--- src/sv/nse_pkg.sv ---
`timescale 1ns / 1ps
`default_nettype none
package nse_pkg;

  localparam int LINE_MAX   = 128;
  localparam int MAX_FIELDS = 32;
  localparam int LANES      = 7;
  localparam int FRAC_MAX   = LANES - 1;
  localparam int HDR_LEN    = 6;

  localparam int LC_W   = 8;
  localparam int FPOS_W = 5;
  localparam int MAG_W  = 48;
  localparam int SUM_W  = MAG_W + 4;
  localparam int FC_W   = 3;

  localparam logic [LC_W-1:0]   LINE_LIMIT = LC_W'(LINE_MAX);
  localparam logic [FPOS_W-1:0] FPOS_LAST  = FPOS_W'(MAX_FIELDS - 1);
  localparam logic [MAG_W-1:0]  MAG_LIMIT  = 48'h8000_0000_0000;

  localparam logic [7:0] CH_TAB   = 8'h09;
  localparam logic [7:0] CH_LF    = 8'h0A;
  localparam logic [7:0] CH_CR    = 8'h0D;
  localparam logic [7:0] CH_SPACE = 8'h20;
  localparam logic [7:0] CH_STAR  = 8'h2A;
  localparam logic [7:0] CH_PLUS  = 8'h2B;
  localparam logic [7:0] CH_COMMA = 8'h2C;
  localparam logic [7:0] CH_MINUS = 8'h2D;
  localparam logic [7:0] CH_DOT   = 8'h2E;
  localparam logic [7:0] CH_0     = 8'h30;
  localparam logic [7:0] CH_9     = 8'h39;
  localparam logic [7:0] CH_UA    = 8'h41;
  localparam logic [7:0] CH_UF    = 8'h46;
  localparam logic [7:0] CH_LA    = 8'h61;
  localparam logic [7:0] CH_LF_HEX = 8'h66;

  localparam logic [47:0] HDR_RMC = 48'h2447_5052_4D43;
  localparam logic [47:0] HDR_VTG = 48'h2447_5056_5447;
  localparam logic [47:0] HDR_ZDA = 48'h2447_505A_4441;
  localparam logic [47:0] HDR_GGA = 48'h2447_5047_4741;
  localparam logic [47:0] HDR_GLL = 48'h2447_5047_4C4C;
  localparam logic [47:0] HDR_GSA = 48'h2447_5047_5341;
  localparam logic [47:0] HDR_GSV = 48'h2447_5047_5356;

  typedef enum logic [2:0] {
    KIND_RMC = 3'd0,
    KIND_VTG = 3'd1,
    KIND_ZDA = 3'd2,
    KIND_GGA = 3'd3,
    KIND_GLL = 3'd4,
    KIND_GSA = 3'd5,
    KIND_GSV = 3'd6
  } kind_t;

  typedef struct packed {
    logic  hit;
    kind_t kind;
  } hdr_match_t;

  typedef struct packed {
    logic clear_field;
    logic feed;
    logic emit;
    logic last;
  } line_ctrl_t;

  typedef struct packed {
    logic [MAG_W-1:0] lane;
    logic             lane_sat;
    logic             overflow;
    logic             negative;
    logic [FC_W-1:0]  fc;
    logic             started;
    logic [7:0]       first;
    logic             star;
    logic             hex_any;
    logic [7:0]       hex;
  } field_view_t;

  typedef struct packed {
    kind_t             kind;
    logic [FPOS_W-1:0] fpos;
    logic [MAG_W-1:0]  value;
    logic              sat;
    logic [7:0]        first;
    logic              has_ck;
    logic [7:0]        ck;
    logic              last;
  } result_t;

  function automatic hdr_match_t hdr_lookup(input logic [47:0] hdr);
    hdr_match_t m;
    m.hit  = 1'b1;
    m.kind = KIND_RMC;
    case (hdr)
      HDR_RMC: m.kind = KIND_RMC;
      HDR_VTG: m.kind = KIND_VTG;
      HDR_ZDA: m.kind = KIND_ZDA;
      HDR_GGA: m.kind = KIND_GGA;
      HDR_GLL: m.kind = KIND_GLL;
      HDR_GSA: m.kind = KIND_GSA;
      HDR_GSV: m.kind = KIND_GSV;
      default: m.hit = 1'b0;
    endcase
    return m;
  endfunction

  function automatic logic [19:0] pow10(input logic [2:0] k);
    logic [19:0] p;
    case (k)
      3'd0:    p = 20'd1;
      3'd1:    p = 20'd10;
      3'd2:    p = 20'd100;
      3'd3:    p = 20'd1000;
      3'd4:    p = 20'd10000;
      3'd5:    p = 20'd100000;
      3'd6:    p = 20'd1000000;
      default: p = 20'd0;
    endcase
    return p;
  endfunction

  // The saturated magnitude divided by ten to the power k.
  function automatic logic [MAG_W-1:0] cap_div(input logic [2:0] k);
    logic [MAG_W-1:0] v;
    case (k)
      3'd1:    v = 48'd14073748835532;
      3'd2:    v = 48'd1407374883553;
      3'd3:    v = 48'd140737488355;
      3'd4:    v = 48'd14073748835;
      3'd5:    v = 48'd1407374883;
      3'd6:    v = 48'd140737488;
      default: v = MAG_LIMIT;
    endcase
    return v;
  endfunction

endpackage
`default_nettype wire

--- src/sv/nse_fmt.sv ---
`timescale 1ns / 1ps
`default_nettype none
module nse_fmt (
  input  wire nse_pkg::field_view_t          view,
  input  wire logic [nse_pkg::FC_W-1:0]      frac_set,
  input  wire nse_pkg::kind_t                kind,
  input  wire logic [nse_pkg::FPOS_W-1:0]    fpos,
  input  wire logic                          last,
  output nse_pkg::result_t                   res
);
  import nse_pkg::*;

  logic [MAG_W-1:0] mag;
  logic             sat;

  // A saturated magnitude with more fractional digits than kept is divided
  // down from the limit, else kept at it; otherwise the matching lane is taken.
  always_comb begin
    if (view.overflow) begin
      sat = 1'b1;
      if (view.fc > frac_set) begin
        mag = cap_div(view.fc - frac_set);
      end else begin
        mag = MAG_LIMIT;
      end
    end else begin
      sat = view.lane_sat;
      mag = view.lane;
    end
  end

  always_comb begin
    res.kind   = kind;
    res.fpos   = fpos;
    res.last   = last;
    res.sat    = sat;
    res.first  = view.started ? view.first : 8'd0;
    res.has_ck = view.star && view.hex_any;
    res.ck     = (view.star && view.hex_any) ? view.hex : 8'd0;
    if (view.negative) begin
      res.value = '0 - mag;
    end else if (mag > MAG_LIMIT - 1'b1) begin
      res.value = MAG_LIMIT - 1'b1;
      res.sat   = 1'b1;
    end else begin
      res.value = mag;
    end
  end

endmodule
`default_nettype wire

--- config.mk ---
export PLATFORM = sky130hd
export DESIGN_NAME = nse_fmt
export DESIGN_NICKNAME = d
export VERILOG_FILES = /design/src/sv/nse_pkg.sv /design/src/sv/nse_fmt.sv
export SDC_FILE = /design/constraint.sdc
export NUM_CORES = 1
export LEC_CHECK = 0
export ABC_AREA = 1
export BUFFER_PORTS_ARGS = -buffer_cell sky130_fd_sc_hd__buf_2
export CAP_MARGIN = 15
export CORE_MARGIN = 2
export CORE_UTILIZATION = 40
export DETAILED_ROUTE_END_ITERATION = 8
export GPL_TIMING_DRIVEN = 0
export PLACE_DENSITY = 0.79
export SYNTH_ARGS = -nofsm -noshare
export SYNTH_HDL_FRONTEND = slang
export SYNTH_SLANG_ARGS = --single-unit
export TNS_END_PERCENT = 1
--- constraint.sdc ---
create_clock -name vclk -period 6.35
set_clock_uncertainty 0.2 [all_clocks]
set_input_delay 1.27 -clock vclk [all_inputs]
set_output_delay 1.27 -clock vclk [all_outputs]
set_load 0.03 [all_outputs]
==> flow_metrics.tcl, run 1 <==
set metrics [dict create \
    num_rows 34 \
    whs_ps 2590 \
    syn_to_final_growth_pct 25.4 \
    yosysTopAreaCell "nand2_1" \
    dp_hpwl_um 12200 \
    port_buffers 148 \
    drtPass1Iterations 5 \
    synthDistinctLibCells 30 \
    syn_area_mm2 0.00352 \
    grt_max_degree 11 \
    status "finished, final reports clean" \
    antenna_found_initial 1 \
    fin_area_mm2 0.00442 \
    routed_wl_um 14600 \
    critPathArrivalTime_ps 4630 \
    dieHeight_um 97.9 \
    core_mm2 0.00864 \
    crit_fanout 6 \
    peakVddDrop_mv 0.0753 \
    vias 5496 \
    first_global_vias 5059 \
    final_common_cell "nand2_1" \
    powerDensity_mw_per_mm2 124 \
    ys_seq_area_frac 0 \
    cp-start-kind "input pin" \
    initialDrtViolationCount 393 \
    cts-resized-gates 0 \
    synth_area_leaders "nand2_1, nor2_1, nand3_1" \
    avgRoutedWirePerCell_um 13.7 \
    tightest_slew_ps 674 \
    initial_core_util 0.408 \
    hold_path.class "in2out" \
    min_from "kind[0]" \
    n_antenna_cell 0 \
    postCtsSetupBuffers 0 \
    grt-ovfl-total 0 \
    syn_avg_cell_area_um2 4.35 \
    n_fill_cell 1037 \
    grt_pass1_wl_um 23500 \
    slew_viol_final 0 \
    yosys.area.top_type_share 0.356 \
    detail-route-antenna-nets 0 \
    finalHoldViolations 0 \
    cts_hold_buf 0 \
    finalSetupViolCount 0 \
    drcViolationCount 0 \
    gp_congestion 1.04 \
    crit_start "view[19]" \
    synth_warnings 0 \
    slew_headroom 0.551 \
    grt_usage 0.293 \
    fmax_mhz 164 \
    dieArea_mm2 0.00958 \
    syn_nets 901 \
    end_kind "primary output" \
    crit_type "in2out" \
    final_layout_size_suffix_gt1_frac 0.206 \
    die_w_um 97.9 \
    vias_per_cell 5.16 \
    post-route-period-util 0.961 \
    crit_required_ps 4880 \
    power_leakage_nw 2.90 \
    ios 160 \
    ff_latch_area_um2 0 \
    layout_common_cells "nand2_1, buf_2, nor2_1, inv_1, nand3_1" \
    placedInstanceArea_mm2 0.00440 \
    clock_buffers 0 \
    rsz0062_at_grt "no" \
    design.seq.count 0 \
    tns_ps 0 \
    finalCriticalPeriod_ps 6100 \
    cap_viol_max_count 0 \
    fin_nets 1051 \
    netlist_instances 810 \
    power_uw 549 \
]
cell type report:
type	count	area, µm²	area share
Inverter	117	439	0.0994
Multi-Input combinational cell	662	2940	0.664
Tap cell	108	135	0.0306
Buffer	31	169	0.0382
Timing Repair Buffer	148	741	0.168
cell families after synthesis:
group	count (synthesis)	synth area share
adder cells (fa/ha/maj)	6	0.0234
XOR/XNOR	1	0.00249
buffers and inverters	148	0.173
AO/OA/AOI/OAI	53	0.0849
AND/OR/NAND/NOR	602	0.717
power breakdown:
group / total [mW] / internal (mW) / switching (mW)
combinational: 0.549 / 0.159 / 0.390
sequential: 0 / 0 / 0
clock: 0 / 0 / 0
critical path, stage by stage:
cell	delay, ps
buf_2	90
inv_1	40
ha_1	170
inv_1	70
fa_1	490
nand2_1	200
inv_2	100
nand2_1	220
nand3_1	160
nand2_1	80
nand2_1	50
o21ai_2	170
ha_4	240
inv_1	70
nor2_1	130
nand2_1	150
nor2_1	220
nand3_1	120
nand2_2	160
nand2_1	80
nand2_1	60
nand2_1	50
inv_1	40
buf_2	180
final timing paths:
path / end / cells after the start
hold / removal: res[72] / 2
setup / recovery: res[51] / 24
routing by layer:
metal  track usage  vias up  wire, µm
li1              -     2781         -
met5             0        -        17
met4         0.111        2       553
met2         0.497      306      6620
met3        0.0229       46      1330
met1         0.386     2361      6070
cell usage after synthesis, types with 2 or more instances:
cell      instances
o21ai_1           2
buf_4             9
nor2_2            9
nand3_2           5
nand3b_1          5
o21a_1            4
o211ai_1          3
nand2_1         334
ha_1              5
buf_1             7
nor2_4            5
o21ai_2           3
nand4_1           8
inv_1           113
buf_2             3
nor2_1          140
a21oi_1           6
nand3_1          87
inv_2             4
o21ai_0          32
nand2_2           7
buf_6             2
clkbuf_1         10
stage by stage:
step           setup slack [ps]  instances  utilization
5_1_grt                    3.29       1066        0.512
3_5_place_dp                181       1066        0.509
6_report                    250       1066        0.512
3_3_place_gp                210       1066        0.509
2_1_floorplan               858        810            -
4_1_cts                     169       1066        0.509
(Power assumes the default switching activity.)
==> run 2: changes to the inputs <==
--- a/config.mk
+++ b/config.mk
@@ -12,7 +12,7 @@
 export CORE_UTILIZATION = 40
 export DETAILED_ROUTE_END_ITERATION = 8
 export GPL_TIMING_DRIVEN = 0
-export PLACE_DENSITY = 0.79
+export PLACE_DENSITY = 0.67
 export SYNTH_ARGS = -nofsm -noshare
 export SYNTH_HDL_FRONTEND = slang
 export SYNTH_SLANG_ARGS = --single-unit
==> run 2 against run 1 <==
Net effect: worst setup slack got worse by 54 ps; total power decreased by 0.35%; hold slack improved by 0.64 ps; first-iteration DRC count increased by 4.1%; combinational power about the same; die area unchanged; critical path type unchanged; largest cell class unchanged.
==> flow_metrics.tcl, run 2 (synthesized netlist as in run 1, its figures left out) <==
set metrics [dict create \
    power_leakage_nw 2.90 \
    first_global_vias 4894 \
    end_kind "primary output" \
    crit_type "in2out" \
    detail-route-antenna-nets 0 \
    fin_util 0.511 \
    fin_area_mm2 0.00441 \
    finalSetupViolCount 0 \
    finalHoldViolations 0 \
    avgRoutedWirePerCell_um 13.8 \
    grt_pass1_wl_um 23300 \
    rsz0062_at_grt "no" \
    slew_viol_final 0 \
    dieHeight_um 97.9 \
    crit_fanout 10 \
    die_w_um 97.9 \
    crit_end "res[34]" \
    final_common_cell "nand2_1" \
    design.seq.count 0 \
    gp_congestion 1.02 \
    placedInstanceArea_mm2 0.00440 \
    fmax_mhz 162 \
    routed_wl_um 14700 \
    core_mm2 0.00864 \
    fin_nets 1051 \
    critPathSlowestCell "fa_1" \
    port_buffers 148 \
    ff_latch_area_um2 0 \
    peakVddDrop_mv 0.0991 \
    grt_usage 0.293 \
    pre_cts_slack_ps 180 \
    cts_hold_buf 0 \
    n_antenna_cell 0 \
    syn_to_final_growth_pct 25.2 \
    cp-start-kind "input pin" \
    final_layout_size_suffix_gt1_frac 0.206 \
    layout_common_cells "nand2_1, buf_2, nor2_1, inv_1, nand3_1" \
    post-route-period-util 0.969 \
    grt_max_degree 11 \
    cap_viol_max_count 0 \
    critPathMaxStageDelay_ps 490 \
    finalCriticalPeriod_ps 6150 \
    dp_hpwl_um 12400 \
    status "finished, final reports clean" \
    vias 5303 \
    num_rows 34 \
    tns_ps 0 \
    layout_setup_ws_ps 196 \
    vias_per_cell 4.97 \
    n_fill_cell 1075 \
    ios 160 \
    grt-ovfl-total 0 \
    postCtsSetupBuffers 0 \
    dieArea_mm2 0.00958 \
    drcViolationCount 0 \
    tightest_slew_ps 646 \
    antenna_found_initial 0 \
    initialDrtViolationCount 409 \
    clock_buffers 0 \
    crit_required_ps 4880 \
    hold_path.class "in2out" \
    crit_start "view[19]" \
    critPathArrivalTime_ps 4680 \
    drtPass1Iterations 5 \
    slew_headroom 0.570 \
    crit_chain "buf_2 > inv_1 > ha_1 > inv_1 > fa_1 > inv_1 > nand3_2 > nand2_1 > nor2_1 > o22ai_1 > nor2_1 > inv_1 > buf_2 > buf_2 > nand3_1 > buf_2" \
    initial_core_util 0.408 \
    powerDensity_mw_per_mm2 124 \
]
run 2: cell counts in the layout (fill, tap and decap cells not counted):
No cell type changed its count.
run 2: layout make-up:
type | instances | area (µm²) | share of cell area
Tap cell | 108 | 135 | 0.0306
Buffer | 31 | 169 | 0.0383
Timing Repair Buffer | 148 | 741 | 0.168
Inverter | 117 | 439 | 0.0995
Multi-Input combinational cell | 662 | 2930 | 0.664
run 2: how the worst min path moves through the flow:
stage / from / endpoint / depth (start not counted) / slack, ps
final: fpos[2] / res[69] / 2 / 2590
after global placement: fpos[2] / res[69] / 2 / 2590
after floorplan: last / res[0] / 1 / 2470
after global routing: last / res[0] / 2 / 2590
after CTS: fpos[2] / res[69] / 2 / 2590
after detailed placement: fpos[2] / res[69] / 2 / 2590
run 2: metal layers:
| metal | global-route usage | share of wire | up-vias |
|---|---|---|---|
| met4 | 0.0791 | 0.029 | 0 |
| met3 | 0.0329 | 0.078 | 33 |
| met1 | 0.380 | 0.44 | 2253 |
| met2 | 0.514 | 0.45 | 243 |
| met5 | 0 | 0 | - |
| li1 | - | - | 2774 |
run 2: repair_timing:
action	in CTS	in global routing
endpoints found under the hold margin	0	0
setup endpoints to repair	0	11
gates resized for setup	0	2
run 2: power breakdown:
part	leakage, nW	switching, mW	internal, mW	total, mW
sequential	0	0	0	0
clock	0	0	0	0
combinational	2.90	0.389	0.158	0.547
run 2: through the flow:
step           hold WS, ps  std cells  total power, mW
5_1_grt               2590       1066            0.601
6_report              2590       1066            0.547
4_1_cts               2590       1066            0.538
2_1_floorplan         2470        810            0.387
3_3_place_gp          2590       1066            0.536
3_5_place_dp          2590       1066            0.536
run 2: worst max-delay path: cells and delay by family:
kind / cells / cell delay [ps]
simple gates: 5 / 790
buf+inv: 8 / 1460
fa+ha+maj: 2 / 660
compound gates: 1 / 490
==> run 3: changes to the inputs <==
--- a/config.mk
+++ b/config.mk
@@ -8,11 +8,14 @@
 export ABC_AREA = 1
 export BUFFER_PORTS_ARGS = -buffer_cell sky130_fd_sc_hd__buf_2
 export CAP_MARGIN = 15
+export CELL_PAD_IN_SITES_DETAIL_PLACEMENT = 1
+export CELL_PAD_IN_SITES_GLOBAL_PLACEMENT = 1
 export CORE_MARGIN = 2
-export CORE_UTILIZATION = 40
+export CORE_UTILIZATION = 30
 export DETAILED_ROUTE_END_ITERATION = 8
 export GPL_TIMING_DRIVEN = 0
-export PLACE_DENSITY = 0.67
+export PLACE_DENSITY = 0.82
+export RECOVER_POWER = 50
 export SYNTH_ARGS = -nofsm -noshare
 export SYNTH_HDL_FRONTEND = slang
 export SYNTH_SLANG_ARGS = --single-unit
==> run 3 against run 2 <==
Net effect: wire length up 15%; total power up 2.6%; sequential cell count unchanged; final cell count up 3.3%; critical path depth unchanged; design area up 0.57%; largest cell class unchanged.
==> flow_metrics.tcl, run 3 (synthesized netlist as in run 1, its figures left out) <==
set metrics [dict create \
    antenna_found_initial 0 \
    first_global_vias 5459 \
    top_layer_used "met4" \
    ios 160 \
    grt_usage 0.258 \
    design.seq.count 0 \
    cts_hold_buf 0 \
    layout_setup_ws_ps 280 \
    grt_pass1_wl_um 26700 \
    route.met3.wl_um 1260 \
    tightest_slew_ps 640 \
    die_w_um 112 \
    end_kind "primary output" \
    fin_util 0.389 \
    layout_common_cells "nand2_1, nor2_1, buf_2, inv_1, nand3_1" \
    vias_per_cell 5.07 \
    initialDrtViolationCount 283 \
    critPathSlowestCell "fa_1" \
    crit_chain "buf_2 > inv_1 > ha_1 > inv_1 > fa_1 > inv_1 > nand3_2 > nand2_1 > nor2_1 > o22ai_2 > nor2_1 > inv_1 > clkbuf_2 > buf_2 > nand3_1 > buf_2" \
    final_common_cell "nand2_1" \
    routed_wl_um 16900 \
    dieHeight_um 112 \
    tns_ps 0 \
    finalSetupViolCount 0 \
    avgRoutedWirePerCell_um 15.4 \
    drcViolationCount 0 \
    final_layout_size_suffix_gt1_frac 0.176 \
    crit_fanout 10 \
    cap_viol_max_count 0 \
    wl_met1_um 7450 \
    peakVddDrop_mv 0.0632 \
    hold_path.class "in2out" \
    cp-start-kind "input pin" \
    fin_area_mm2 0.00444 \
    ff_latch_area_um2 0 \
    post-route-period-util 0.956 \
    clock_buffers 0 \
    status "finished, final reports clean" \
    rsz0062_at_grt "no" \
    slew_viol_final 0 \
    grt-ovfl-total 0 \
    n_antenna_cell 0 \
    whs_path_depth 2 \
    grt_max_degree 11 \
    finalHoldViolations 0 \
    core_mm2 0.0114 \
    crit_required_ps 4880 \
    pre_cts_slack_ps 33.8 \
    postCtsSetupBuffers 0 \
    numPlacedInstances 1101 \
    power_uw 561 \
    vias 5579 \
    initial_core_util 0.309 \
    fmax_mhz 165 \
    min_from "fpos[4]" \
    detail-route-antenna-nets 0 \
    gp_congestion 0.977 \
    stdcell_count 1101 \
    powerDensity_mw_per_mm2 126 \
    slew_headroom 0.573 \
    dp_hpwl_um 14500 \
    drtPass1Iterations 5 \
    fin_nets 1051 \
    crit_type "in2out" \
    port_buffers 148 \
    finalCriticalPeriod_ps 6070 \
    critPathMaxStageDelay_ps 580 \
    power_leakage_nw 2.80 \
    num_rows 39 \
    dr_wl_met2_um 7680 \
    placedInstanceArea_mm2 0.00444 \
    dieArea_mm2 0.0126 \
    hold_path_end "res[71]" \
    syn_to_final_growth_pct 25.9 \
    whs_ps 2640 \
    cp_common_cell "inv_1" \
    critPathArrivalTime_ps 4600 \
]
[run 3: cell types whose count changed in the layout (fill, tap and decap cells not counted)]
cell | previous run | this run
clkbuf_2 | 0 | 1
o22ai_2 | 0 | 1
clkbuf_1 | 10 | 42
nor2_2 | 9 | 10
nand2_2 | 7 | 9
o21ai_2 | 3 | 2
nor2_1 | 140 | 139
o21ai_4 | 0 | 1
o22ai_1 | 1 | 0
nand2_1 | 334 | 332
buf_2 | 151 | 118
[run 3: how the worst max path moves through the flow]
stage              from       to  slack (ps)  depth (start not counted)
3_5_place_dp   view[19]  res[51]          30                         24
3_3_place_gp   view[19]  res[51]          80                         24
4_1_cts        view[19]  res[51]          10                         24
6_report       view[19]  res[44]         280                         16
2_1_floorplan  view[19]  res[27]         860                         18
5_1_grt        view[19]  res[51]           7                         24
[run 3: where the power goes]
| part | switching [mW] | internal (mW) | total, mW |
|---|---|---|---|
| clock network | 0 | 0 | 0 |
| registers | 0 | 0 | 0 |
| logic | 0.405 | 0.156 | 0.561 |
[run 3: layout make-up]
class	instances	area (µm²)
plain buffers	31	169
well taps	143	179
inverters	117	439
repair buffers	148	701
multi-input cells	662	2950
fillers	1863	6980
[run 3: what timing repair did]
| action | in CTS | in global routing |
|---|---|---|
| endpoints found under the setup margin | 0 | 24 |
| endpoints found under the hold margin | 0 | 0 |
| resized for setup | 0 | 7 |
[run 3: worst max-delay path, delay by kind of cell]
family,cells,cell delay [ps]
and+or+nand+nor,5,1010
AOI/OAI and AO/OA,1,180
adders and majority gates,2,750
buffers and inverters,8,1360
[run 3: per-layer routing]
layer  track usage  up-vias
li1              -     2776
met1         0.329     2545
met2         0.457      223
met3        0.0297       35
met4        0.0772        0
met5             0        -
