===== src/sv/nse_pkg.sv =====
`timescale 1ns / 1ps
`default_nettype none
package nse_pkg;

  localparam int LINE_MAX   = 128;
  localparam int MAX_FIELDS = 32;
  localparam int LANES      = 7;
  localparam int FRAC_MAX   = LANES - 1;
  localparam int HDR_LEN    = 6;

  localparam int LC_W   = 8;
  localparam int FPOS_W = 5;
  localparam int MAG_W  = 48;
  localparam int SUM_W  = MAG_W + 4;
  localparam int FC_W   = 3;

  localparam logic [LC_W-1:0]   LINE_LIMIT = LC_W'(LINE_MAX);
  localparam logic [FPOS_W-1:0] FPOS_LAST  = FPOS_W'(MAX_FIELDS - 1);
  localparam logic [MAG_W-1:0]  MAG_LIMIT  = 48'h8000_0000_0000;

  localparam logic [7:0] CH_TAB   = 8'h09;
  localparam logic [7:0] CH_LF    = 8'h0A;
  localparam logic [7:0] CH_CR    = 8'h0D;
  localparam logic [7:0] CH_SPACE = 8'h20;
  localparam logic [7:0] CH_STAR  = 8'h2A;
  localparam logic [7:0] CH_PLUS  = 8'h2B;
  localparam logic [7:0] CH_COMMA = 8'h2C;
  localparam logic [7:0] CH_MINUS = 8'h2D;
  localparam logic [7:0] CH_DOT   = 8'h2E;
  localparam logic [7:0] CH_0     = 8'h30;
  localparam logic [7:0] CH_9     = 8'h39;
  localparam logic [7:0] CH_UA    = 8'h41;
  localparam logic [7:0] CH_UF    = 8'h46;
  localparam logic [7:0] CH_LA    = 8'h61;
  localparam logic [7:0] CH_LF_HEX = 8'h66;

  localparam logic [47:0] HDR_RMC = 48'h2447_5052_4D43;
  localparam logic [47:0] HDR_VTG = 48'h2447_5056_5447;
  localparam logic [47:0] HDR_ZDA = 48'h2447_505A_4441;
  localparam logic [47:0] HDR_GGA = 48'h2447_5047_4741;
  localparam logic [47:0] HDR_GLL = 48'h2447_5047_4C4C;
  localparam logic [47:0] HDR_GSA = 48'h2447_5047_5341;
  localparam logic [47:0] HDR_GSV = 48'h2447_5047_5356;

  typedef enum logic [2:0] {
    KIND_RMC = 3'd0,
    KIND_VTG = 3'd1,
    KIND_ZDA = 3'd2,
    KIND_GGA = 3'd3,
    KIND_GLL = 3'd4,
    KIND_GSA = 3'd5,
    KIND_GSV = 3'd6
  } kind_t;

  typedef struct packed {
    logic  hit;
    kind_t kind;
  } hdr_match_t;

  typedef struct packed {
    logic clear_field;
    logic feed;
    logic emit;
    logic last;
  } line_ctrl_t;

  typedef struct packed {
    logic [MAG_W-1:0] lane;
    logic             lane_sat;
    logic             overflow;
    logic             negative;
    logic [FC_W-1:0]  fc;
    logic             started;
    logic [7:0]       first;
    logic             star;
    logic             hex_any;
    logic [7:0]       hex;
  } field_view_t;

  typedef struct packed {
    kind_t             kind;
    logic [FPOS_W-1:0] fpos;
    logic [MAG_W-1:0]  value;
    logic              sat;
    logic [7:0]        first;
    logic              has_ck;
    logic [7:0]        ck;
    logic              last;
  } result_t;

  function automatic hdr_match_t hdr_lookup(input logic [47:0] hdr);
    hdr_match_t m;
    m.hit  = 1'b1;
    m.kind = KIND_RMC;
    case (hdr)
      HDR_RMC: m.kind = KIND_RMC;
      HDR_VTG: m.kind = KIND_VTG;
      HDR_ZDA: m.kind = KIND_ZDA;
      HDR_GGA: m.kind = KIND_GGA;
      HDR_GLL: m.kind = KIND_GLL;
      HDR_GSA: m.kind = KIND_GSA;
      HDR_GSV: m.kind = KIND_GSV;
      default: m.hit = 1'b0;
    endcase
    return m;
  endfunction

  function automatic logic [19:0] pow10(input logic [2:0] k);
    logic [19:0] p;
    case (k)
      3'd0:    p = 20'd1;
      3'd1:    p = 20'd10;
      3'd2:    p = 20'd100;
      3'd3:    p = 20'd1000;
      3'd4:    p = 20'd10000;
      3'd5:    p = 20'd100000;
      3'd6:    p = 20'd1000000;
      default: p = 20'd0;
    endcase
    return p;
  endfunction

  // The saturated magnitude divided by ten to the power k.
  function automatic logic [MAG_W-1:0] cap_div(input logic [2:0] k);
    logic [MAG_W-1:0] v;
    case (k)
      3'd1:    v = 48'd14073748835532;
      3'd2:    v = 48'd1407374883553;
      3'd3:    v = 48'd140737488355;
      3'd4:    v = 48'd14073748835;
      3'd5:    v = 48'd1407374883;
      3'd6:    v = 48'd140737488;
      default: v = MAG_LIMIT;
    endcase
    return v;
  endfunction

endpackage
`default_nettype wire


===== src/sv/nse_line.sv =====
`timescale 1ns / 1ps
`default_nettype none
module nse_line (
  input  wire logic                      clk,
  input  wire logic                      rst,
  input  wire logic                      proc,
  input  wire logic [7:0]                rx_char,
  output nse_pkg::line_ctrl_t            ctrl,
  output nse_pkg::kind_t                 kind,
  output logic [nse_pkg::FPOS_W-1:0]     fpos
);
  import nse_pkg::*;

  logic [LC_W-1:0]   line_count, line_count_next;
  logic [47:0]       header, header_next;
  logic              accepted, accepted_next;
  kind_t             kind_next;
  logic [FPOS_W-1:0] fpos_next;
  hdr_match_t        match;

  always_comb begin
    line_count_next = line_count;
    header_next     = header;
    accepted_next   = accepted;
    kind_next       = kind;
    fpos_next       = fpos;
    ctrl            = '0;
    match           = hdr_lookup({header[39:0], rx_char});
    if (proc) begin
      if (rx_char == CH_LF || line_count >= LINE_LIMIT) begin
        ctrl.emit        = accepted && (fpos != '0);
        ctrl.last        = 1'b1;
        ctrl.clear_field = 1'b1;
        line_count_next  = '0;
        header_next      = '0;
        accepted_next    = 1'b0;
        kind_next        = KIND_RMC;
        fpos_next        = '0;
      end else begin
        line_count_next = line_count + 1'b1;
        if (line_count < LC_W'(HDR_LEN)) begin
          header_next = {header[39:0], rx_char};
          if (line_count == LC_W'(HDR_LEN - 1) && match.hit) begin
            accepted_next = 1'b1;
            kind_next     = match.kind;
          end
        end else if (accepted) begin
          if (rx_char == CH_COMMA) begin
            if (fpos == '0) begin
              fpos_next        = FPOS_W'(1);
              ctrl.clear_field = 1'b1;
            end else if (fpos >= FPOS_LAST) begin
              ctrl.emit     = 1'b1;
              ctrl.last     = 1'b1;
              accepted_next = 1'b0;
            end else begin
              ctrl.emit        = 1'b1;
              ctrl.clear_field = 1'b1;
              fpos_next        = fpos + 1'b1;
            end
          end else if (fpos != '0) begin
            ctrl.feed = 1'b1;
          end
        end
      end
    end
  end

  always_ff @(posedge clk) begin
    if (rst) begin
      line_count <= '0;
      header     <= '0;
      accepted   <= 1'b0;
      kind       <= KIND_RMC;
      fpos       <= '0;
    end else begin
      line_count <= line_count_next;
      header     <= header_next;
      accepted   <= accepted_next;
      kind       <= kind_next;
      fpos       <= fpos_next;
    end
  end

endmodule
`default_nettype wire


===== config.mk =====
export PLATFORM = sky130hd
export DESIGN_NAME = nse_line
export DESIGN_NICKNAME = d
export VERILOG_FILES = /design/src/sv/nse_pkg.sv /design/src/sv/nse_line.sv
export SDC_FILE = /design/constraint.sdc
export NUM_CORES = 1
export LEC_CHECK = 0
export CORE_ASPECT_RATIO = 0.5
export CORE_MARGIN = 2
export CORE_UTILIZATION = 45
export CTS_CLUSTER_SIZE = 24
export DETAILED_ROUTE_END_ITERATION = 8
export DONT_BUFFER_PORTS = 1
export GPL_TIMING_DRIVEN = 1
export PLACE_DENSITY = 0.57
export SLEW_MARGIN = 40
export SYNTH_ARGS = -nofsm -noshare
export SYNTH_HDL_FRONTEND = slang
export SYNTH_SLANG_ARGS = --single-unit

===== constraint.sdc =====
create_clock -name clk -period 2.7 [get_ports clk]
set_input_delay 0.135 -clock clk [delete_from_list [all_inputs] [get_ports clk]]
set_output_delay 0.135 -clock clk [all_outputs]
set_load 0.01 [all_outputs]

==> results of run 1 <==
per-stage QoR:
stage / worst slack [ns] / hold WS (ns)
after detailed placement: 0.277 / 0.211
after global placement: 0.342 / 0.211
final: 0.245 / 0.0131
after global routing: 0.0187 / 0.0171
after floorplan: 0.573 / 0.297
after CTS: 0.243 / 0.00322
synthesized netlist by cell type (3+ instances only):
cell,instances,area [µm²]
and3_1,4,25.0
ha_1,6,75.1
clkbuf_1,10,37.5
inv_1,9,33.8
nor4b_1,7,61.3
nor4b_2,3,45.0
and4bb_2,3,37.5
dfxtp_1,57,1140
nor2_1,66,248
o21ai_1,5,25.0
xor2_1,5,43.8
nand2_1,12,45.0
o31ai_1,3,22.5
nand4_1,10,62.6
buf_2,5,25.0
nor4bb_1,3,30.0
a21oi_1,8,40.0
nor3_1,4,20.0
and2_1,7,43.8
a22oi_1,40,300
nand3_1,8,40.0
area by class of cell:
cell class              instances  share of cell area
clock buffers                  11              0.0754
clock inverters                 5              0.0245
inverters                      10              0.0117
multi-input cells             231               0.468
flip-flops and latches         57               0.354
well taps                      77              0.0299
repair buffers                 11              0.0358
worst min-delay path by stage:
stage | from | end | slack, ns | cells after the start
finish | rst | kind[2] | 0.01 | 2
global route | rst | kind[0] | 0.02 | 2
CTS | rst | kind[2] | 0.003 | 2
detailed placement | rst | fpos[4] | 0.21 | 1
global placement | rst | fpos[4] | 0.21 | 1
floorplan | rx_char[6] | header[6] | 0.30 | 2
state kept, by name, indices dropped and copies added, names as in the netlist:
signal	flops
header	40
line_count	8
fpos	5
kind	3
accepted	1
timing repair:
action | 4_1_cts | 5_1_grt
endpoints found under the hold margin | 47 | 0
hold buffers | 9 | 0
resized for setup | 0 | 0
logic make-up (layout without fill, tap and decap cells):
logic type	count (synthesis)	after routing	synth area share
buf+inv	25	37	0.0365
mux	1	1	0.00365
simple gates	144	144	0.296
fa+ha+maj	6	6	0.0273
flops	57	57	0.416
xor+xnor	6	6	0.0191
compound gates	74	74	0.201
where the power goes:
part,switching (mW),total (mW),internal (mW),leakage (nW)
clock network,0.370,1.20,0.829,0.159
logic,0.0581,0.101,0.0433,0.552
registers,0.0225,0.882,0.859,0.462
total,0.450,2.18,1.73,1.17
worst reg2reg max path, delay by kind of cell, from the launching register on:
family | cells | cell delay [ns]
compound gates | 1 | 0.14
fa+ha+maj | 1 | 0.22
flops | 1 | 0.47
simple gates | 5 | 1.56
routing by layer:
metal,GRT usage,wire length (µm),vias up,part of all wire
met3,0.0838,452,5,0.070
met4,0.0592,38,0,0.0059
met2,0.303,2710,69,0.42
met1,0.284,3280,1120,0.51
li1,-,-,1178,-
met5,0,0,-,0
==> results.rst, run 1 <==
.. list-table::
   :header-rows: 1

   * - Metric
     - Value
   * - Post-Route WL
     - 6.48 mm
   * - Final HPWL from detailed placement
     - 4.38 mm
   * - Leading cell types in the layout, fill and taps excluded
     - 66 x nor2_1, 57 x dfxtp_1, 40 x a22oi_1
   * - Outcome
     - finished, final reports clean
   * - Worst setup path endpoint
     - kind[1]
   * - Pwr Density
     - 678 nW/µm²
   * - Synthesized area per cell
     - 8.77 µm²
   * - Number of inserted diodes
     - 0
   * - Slack of the worst reg-to-reg path
     - 0.24 ns
   * - Number of enable-type register cells in the synthesized netlist
     - 0
   * - Worst-skew pair later-pin latency
     - 0.32 ns
   * - Type of element capturing the critical path
     - register
   * - X dimension of the die
     - 114 µm
   * - Layout cells sized above 1
     - 0.105
   * - Capture point of the worst reg-to-reg path
     - kind[1]
   * - Area growth from synthesis to final layout
     - 17.3%
   * - Ports
     - 23
   * - Leakage Power
     - 1.17 nW
   * - Root Buffer Master
     - clkbuf_16
   * - CP Depth
     - 7
   * - Commonest register cell after synthesis
     - dfxtp_1
   * - Worst Path Max Fanout
     - 7
   * - TritonCTS clock tree
     - done
   * - F_max
     - 0.407 GHz
   * - Mean routed wirelength per cell
     - 16.1 µm
   * - # nets final
     - 337
   * - CTS H-tree lvls
     - 3
   * - Cell area after technology mapping
     - 2750 µm²
   * - FF-to-FF path depth
     - 7
   * - Synthesized flop and latch total
     - 57
   * - Max-cap check violation count
     - 0
   * - Layout Cell Area excl Fill
     - 3220 µm²
   * - Final min period
     - 2.46 ns
   * - Buf/Inv on CP
     - 0
   * - Grt ovf
     - 0
   * - Crit path kind
     - reg -> reg
   * - Finish-stage setup viols
     - 0
   * - Placeable core area
     - 5980 µm²
   * - Fin Setup TNS
     - 0 ns
   * - R2r startpoint
     - line_count[0]
   * - Post-layout instance count excluding filler cells
     - 402
   * - Total routing resource utilization after global routing
     - 0.207
   * - Slew @ Worst Pin
     - 0.628 ns
   * - Standard-cell rows
     - 20
   * - Final Total Pwr
     - 2.18 mW
   * - Number of antenna violations at the first check in global routing
     - 0
   * - Cell total after placement
     - 377
   * - Clock Sink Count
     - 57
   * - Post-DP Area
     - 2800 µm²
   * - Cell count after synthesis
     - 313
   * - Sequential area share after synthesis
     - 0.416
   * - Via count of the first global-routing pass
     - 2,091
   * - First-pass iteration count of the detailed router
     - 4
   * - Async S/R FF share, synth
     - 0
   * - Final period util
     - 0.909
   * - Post-CTS setup buffer count
     - 0
   * - Die Ht
     - 59.2 µm
   * - Clock edge transition at the registers on the reported setup and hold paths
     - 0.05 ns
   * - Pin count of the biggest net entering global routing
     - 46
   * - Data arrival time of the worst path
     - 2.71 ns
   * - Cell with the biggest individual delay on the critical path
     - or4b_4
   * - Most common library cell in the layout ignoring fill and taps
     - nor2_1
   * - Remaining antenna violation count
     - 0
   * - Detailed-route via count
     - 2,372
   * - Number of max-slew violations in the final report
     - 0
   * - Wire length of the first global-routing pass
     - 10.7 mm
   * - Unique cell type count in the Yosys netlist
     - 54
   * - Startpoint type of the worst setup path
     - register
   * - Post-Route Utilization
     - 0.538
   * - Synthesized Nets
     - 330
   * - DRC violation total after the first TritonRoute iteration
     - 201
   * - Fillers
     - 513
   * - Sequential Area
     - 1140 µm²
   * - Via count normalized by instance count
     - 5.90
   * - Required time worst endpoint
     - 2.96 ns
   * - Clock Skew
     - 0.00738 ns
   * - Area of the die
     - 6780 µm²
   * - Crit-path leading delay family
     - simple AND/OR/NAND/NOR gates
   * - Maximum number of buffers from clock root to sink
     - 2
   * - Number of design rule violations left after detail routing
     - 0
   * - Maximum single-stage delay on the critical path
     - 0.53 ns
   * - Quantity of I/O buffers inserted on ports
     - 0
   * - Hold violation total from the final report
     - 0
   * - GPL Wtd Cong
     - 0.900
   * - Ordered list of cells on the worst path
     - ha_1 -> nor4b_1 -> nand3_1 -> nor4_1 -> nand2_1 -> or4b_4 -> o21ai_1
   * - HP Class
     - in -> reg
   * - Multi-input logic area
     - 1510 µm²
   * - Number of clock buffers inserted by TritonCTS
     - 9
   * - Initial standard-cell utilization of the core
     - 0.459
   * - Yosys synthesis warning count
     - 0
   * - Setup repair after global routing missed its margin
     - no
   * - Startpoint of the worst setup timing path
     - line_count[0]
   * - Worst IR drop on VDD
     - 0.318 mV
   * - Worst slew slack as a fraction of its limit
     - 0.579
Power figures use the tool's default switching activity.
==> run 2: changes to the inputs <==
- CELL_PAD_IN_SITES_DETAIL_PLACEMENT: unset -> 0
- CELL_PAD_IN_SITES_GLOBAL_PLACEMENT: unset -> 1
- PLACE_DENSITY: 0.57 -> 0.71
==> run 2 against run 1 <==
Net effect:
- sequential cell count unchanged
- clock power shrank 3%
- hold slack improved by 0.0077 ns
- total power is 1.8% lower
- wire length grew 6.8%
- non-clock buffer count increased by 1
- sequential power hardly changed
- critical path type is now reg -> out
- largest power group unchanged
- highest routed layer unchanged
==> results.rst, run 2 (same netlist as run 1, synthesis figures left out) <==
.. list-table::
   :header-rows: 1

   * - Metric
     - Value
   * - Root Buffer Master
     - clkbuf_16 (unchanged)
   * - Data arrival time of the worst path
     - 2.29 ns (was 2.71 ns)
   * - Initial standard-cell utilization of the core
     - 0.459 (unchanged)
   * - TritonCTS clock tree
     - done (unchanged)
   * - Final period util
     - 0.900 (was 0.909)
   * - Outcome
     - finished, final reports clean (unchanged)
   * - Area growth from synthesis to final layout
     - 17.4% (was 17.3%)
   * - Final hold slack
     - 0.0208 ns (was 0.0131 ns)
   * - Leading cell types in the layout, fill and taps excluded
     - 66 x nor2_1, 57 x dfxtp_1, 40 x a22oi_1 (unchanged)
   * - Capture point of the worst reg-to-reg path
     - kind[0] (was kind[1])
   * - R2r startpoint
     - line_count[0] (unchanged)
   * - Final Total Pwr
     - 2.14 mW (was 2.18 mW)
   * - Post-Route WL
     - 6.92 mm (was 6.48 mm)
   * - Worst Path Max Fanout
     - 6 (was 7)
   * - Die Ht
     - 59.2 µm (unchanged)
   * - Pwr Density
     - 664 nW/µm² (was 678 nW/µm²)
   * - Final min period
     - 2.43 ns (was 2.46 ns)
   * - X dimension of the die
     - 114 µm (unchanged)
   * - Largest registers ranked by flip-flop count
     - header x40, line_count x8, fpos x5 (unchanged)
   * - Maximum number of buffers from clock root to sink
     - 2 (unchanged)
   * - Hold EP
     - kind[2] (unchanged)
   * - Worst slew slack as a fraction of its limit
     - 0.595 (was 0.579)
   * - Slack of the worst reg-to-reg path
     - 0.28 ns (was 0.24 ns)
   * - Number of design rule violations left after detail routing
     - 0 (unchanged)
   * - Clock Sink Count
     - 57 (unchanged)
   * - Fin Setup TNS
     - 0 ns (unchanged)
   * - Placement-stage worst setup slack
     - 0.192 ns (was 0.277 ns)
   * - Quantity of I/O buffers inserted on ports
     - 0 (unchanged)
   * - Hold violation total from the final report
     - 0 (unchanged)
   * - Hold Path Origin
     - rst (unchanged)
   * - First-pass iteration count of the detailed router
     - 4 (unchanged)
   * - Final setup margin
     - 0.271 ns (was 0.245 ns)
   * - Worst-skew pair later-pin latency
     - 0.32 ns (about the same)
   * - Via count normalized by instance count
     - 5.96 (was 5.90)
   * - Slew @ Worst Pin
     - 0.604 ns (was 0.628 ns)
   * - Clock edge transition at the registers on the reported setup and hold paths
     - 0.05 ns (about the same)
   * - DRC violation total after the first TritonRoute iteration
     - 181 (was 201)
   * - Number of antenna violations at the first check in global routing
     - 0 (unchanged)
   * - Total routing resource utilization after global routing
     - 0.225 (was 0.207)
   * - # nets final
     - 338 (was 337)
   * - Clock Skew
     - 0.00629 ns (was 0.00738 ns)
   * - Layout cells sized above 1
     - 0.104 (was 0.105)
   * - Number of inserted diodes
     - 0 (unchanged)
   * - Crit path kind
     - reg -> out (was reg -> reg)
   * - Wire length of the first global-routing pass
     - 11.6 mm (was 10.7 mm)
   * - Ports
     - 23 (unchanged)
   * - Pin count of the biggest net entering global routing
     - 46 (unchanged)
   * - Largest register FFs
     - 40 (unchanged)
   * - Standard-cell rows
     - 20 (unchanged)
   * - Grt ovf
     - 0 (unchanged)
   * - Type of element capturing the critical path
     - output port (was register)
   * - Leakage Power
     - 1.17 nW (about the same)
   * - Hold depth
     - 2 (unchanged)
   * - HP Class
     - in -> reg (unchanged)
   * - Most common library cell in the layout ignoring fill and taps
     - nor2_1 (unchanged)
   * - FF-to-FF path depth
     - 7 (unchanged)
   * - Remaining antenna violation count
     - 0 (unchanged)
   * - CTS H-tree lvls
     - 3 (unchanged)
   * - Number of clock buffers inserted by TritonCTS
     - 9 (unchanged)
   * - Most flop-heavy register
     - header (unchanged)
   * - Post-Route Utilization
     - 0.539 (was 0.538)
   * - Fillers
     - 553 (was 513)
   * - GPL Wtd Cong
     - 0.840 (was 0.900)
   * - Via count of the first global-routing pass
     - 2,324 (was 2,091)
   * - Mean routed wirelength per cell
     - 17.2 µm (was 16.1 µm)
   * - Finish-stage setup viols
     - 0 (unchanged)
   * - Required time worst endpoint
     - 2.57 ns (was 2.96 ns)
   * - Final HPWL from detailed placement
     - 4.65 mm (was 4.38 mm)
   * - Worst IR drop on VDD
     - 0.329 mV (was 0.318 mV)
   * - Startpoint type of the worst setup path
     - register (unchanged)
   * - Detailed-route via count
     - 2,400 (was 2,372)
   * - F_max
     - 0.412 GHz (was 0.407 GHz)
   * - Max-cap check violation count
     - 0 (unchanged)
   * - Area of the die
     - 6780 µm² (unchanged)
   * - Placeable core area
     - 5980 µm² (unchanged)
   * - Number of max-slew violations in the final report
     - 0 (unchanged)
   * - Setup repair after global routing missed its margin
     - no (unchanged)
[run 2: changes by cell type in the layout (fill, tap and decap cells not counted)]
cell / previous run / this run
clkbuf_8: 1 / 3
bufinv_16: 2 / 1
clkbuf_1: 1 / 2
clkinv_2: 2 / 1
clkinv_4: 1 / 0
dlygate4sd3_1: 8 / 9
nor4_1: 2 / 1
nor4_2: 0 / 1
[run 2: where the power goes]
group	switching [mW]	total [mW]	internal, mW
Sequential	0.0232	0.883	0.859
Clock	0.369	1.16	0.787
Combinational	0.0585	0.103	0.0442
Total	0.451	2.14	1.69
[run 2: worst max-delay path by stage]
stage             startpoint       to  slack (ns)
4_1_cts        line_count[0]  kind[0]        0.18
2_1_floorplan        fpos[0]  fpos[3]        0.57
5_1_grt              fpos[0]  fpos[3]        0.06
3_3_place_gp   line_count[0]  kind[1]        0.23
3_5_place_dp   line_count[0]  kind[0]        0.19
6_report             fpos[0]  ctrl[3]        0.27
[run 2: stage by stage]
step,std cells,cell area [µm²]
after floorplan,313,2750
after global placement,377,2800
after detailed placement,377,2800
after global routing,403,3220
final,403,3220
after CTS,403,3220
[run 2: routing by layer]
metal | vias up | global-route usage | part of all wire
met5 | - | 0 | 0
li1 | 1180 | - | -
met3 | 10 | 0.0838 | 0.061
met1 | 1158 | 0.303 | 0.49
met4 | 0 | 0.0767 | 0.011
met2 | 52 | 0.336 | 0.44
[run 2: worst max-delay path: stages, from the launching register on]
cell and delay (ns):
dfxtp_1 0.38, inv_1 0.11, ha_1 0.14, or3b_1 0.39, a21o_1 0.24, a2111oi_4 0.47, a21oi_2 0.12, inv_2 0.12
[run 2: repair_timing]
| item | CTS | global route |
|---|---|---|
| buffers inserted | 0 | 0 |
| hold buffers | 10 | 0 |
| resized for setup | 0 | 1 |
| endpoints found under the setup margin | 0 | 2 |
| hold endpoints to repair | 47 | 0 |
[run 2: layout make-up]
type	count	area [µm²]	share of cell area
inverters	10	37.5	0.0116
clock buffers	14	274	0.0850
repair buffers	12	125	0.0388
flip-flops and latches	57	1140	0.354
well taps	77	96.3	0.0299
clock inverters	2	35.0	0.0109
multi-input cells	231	1510	0.470
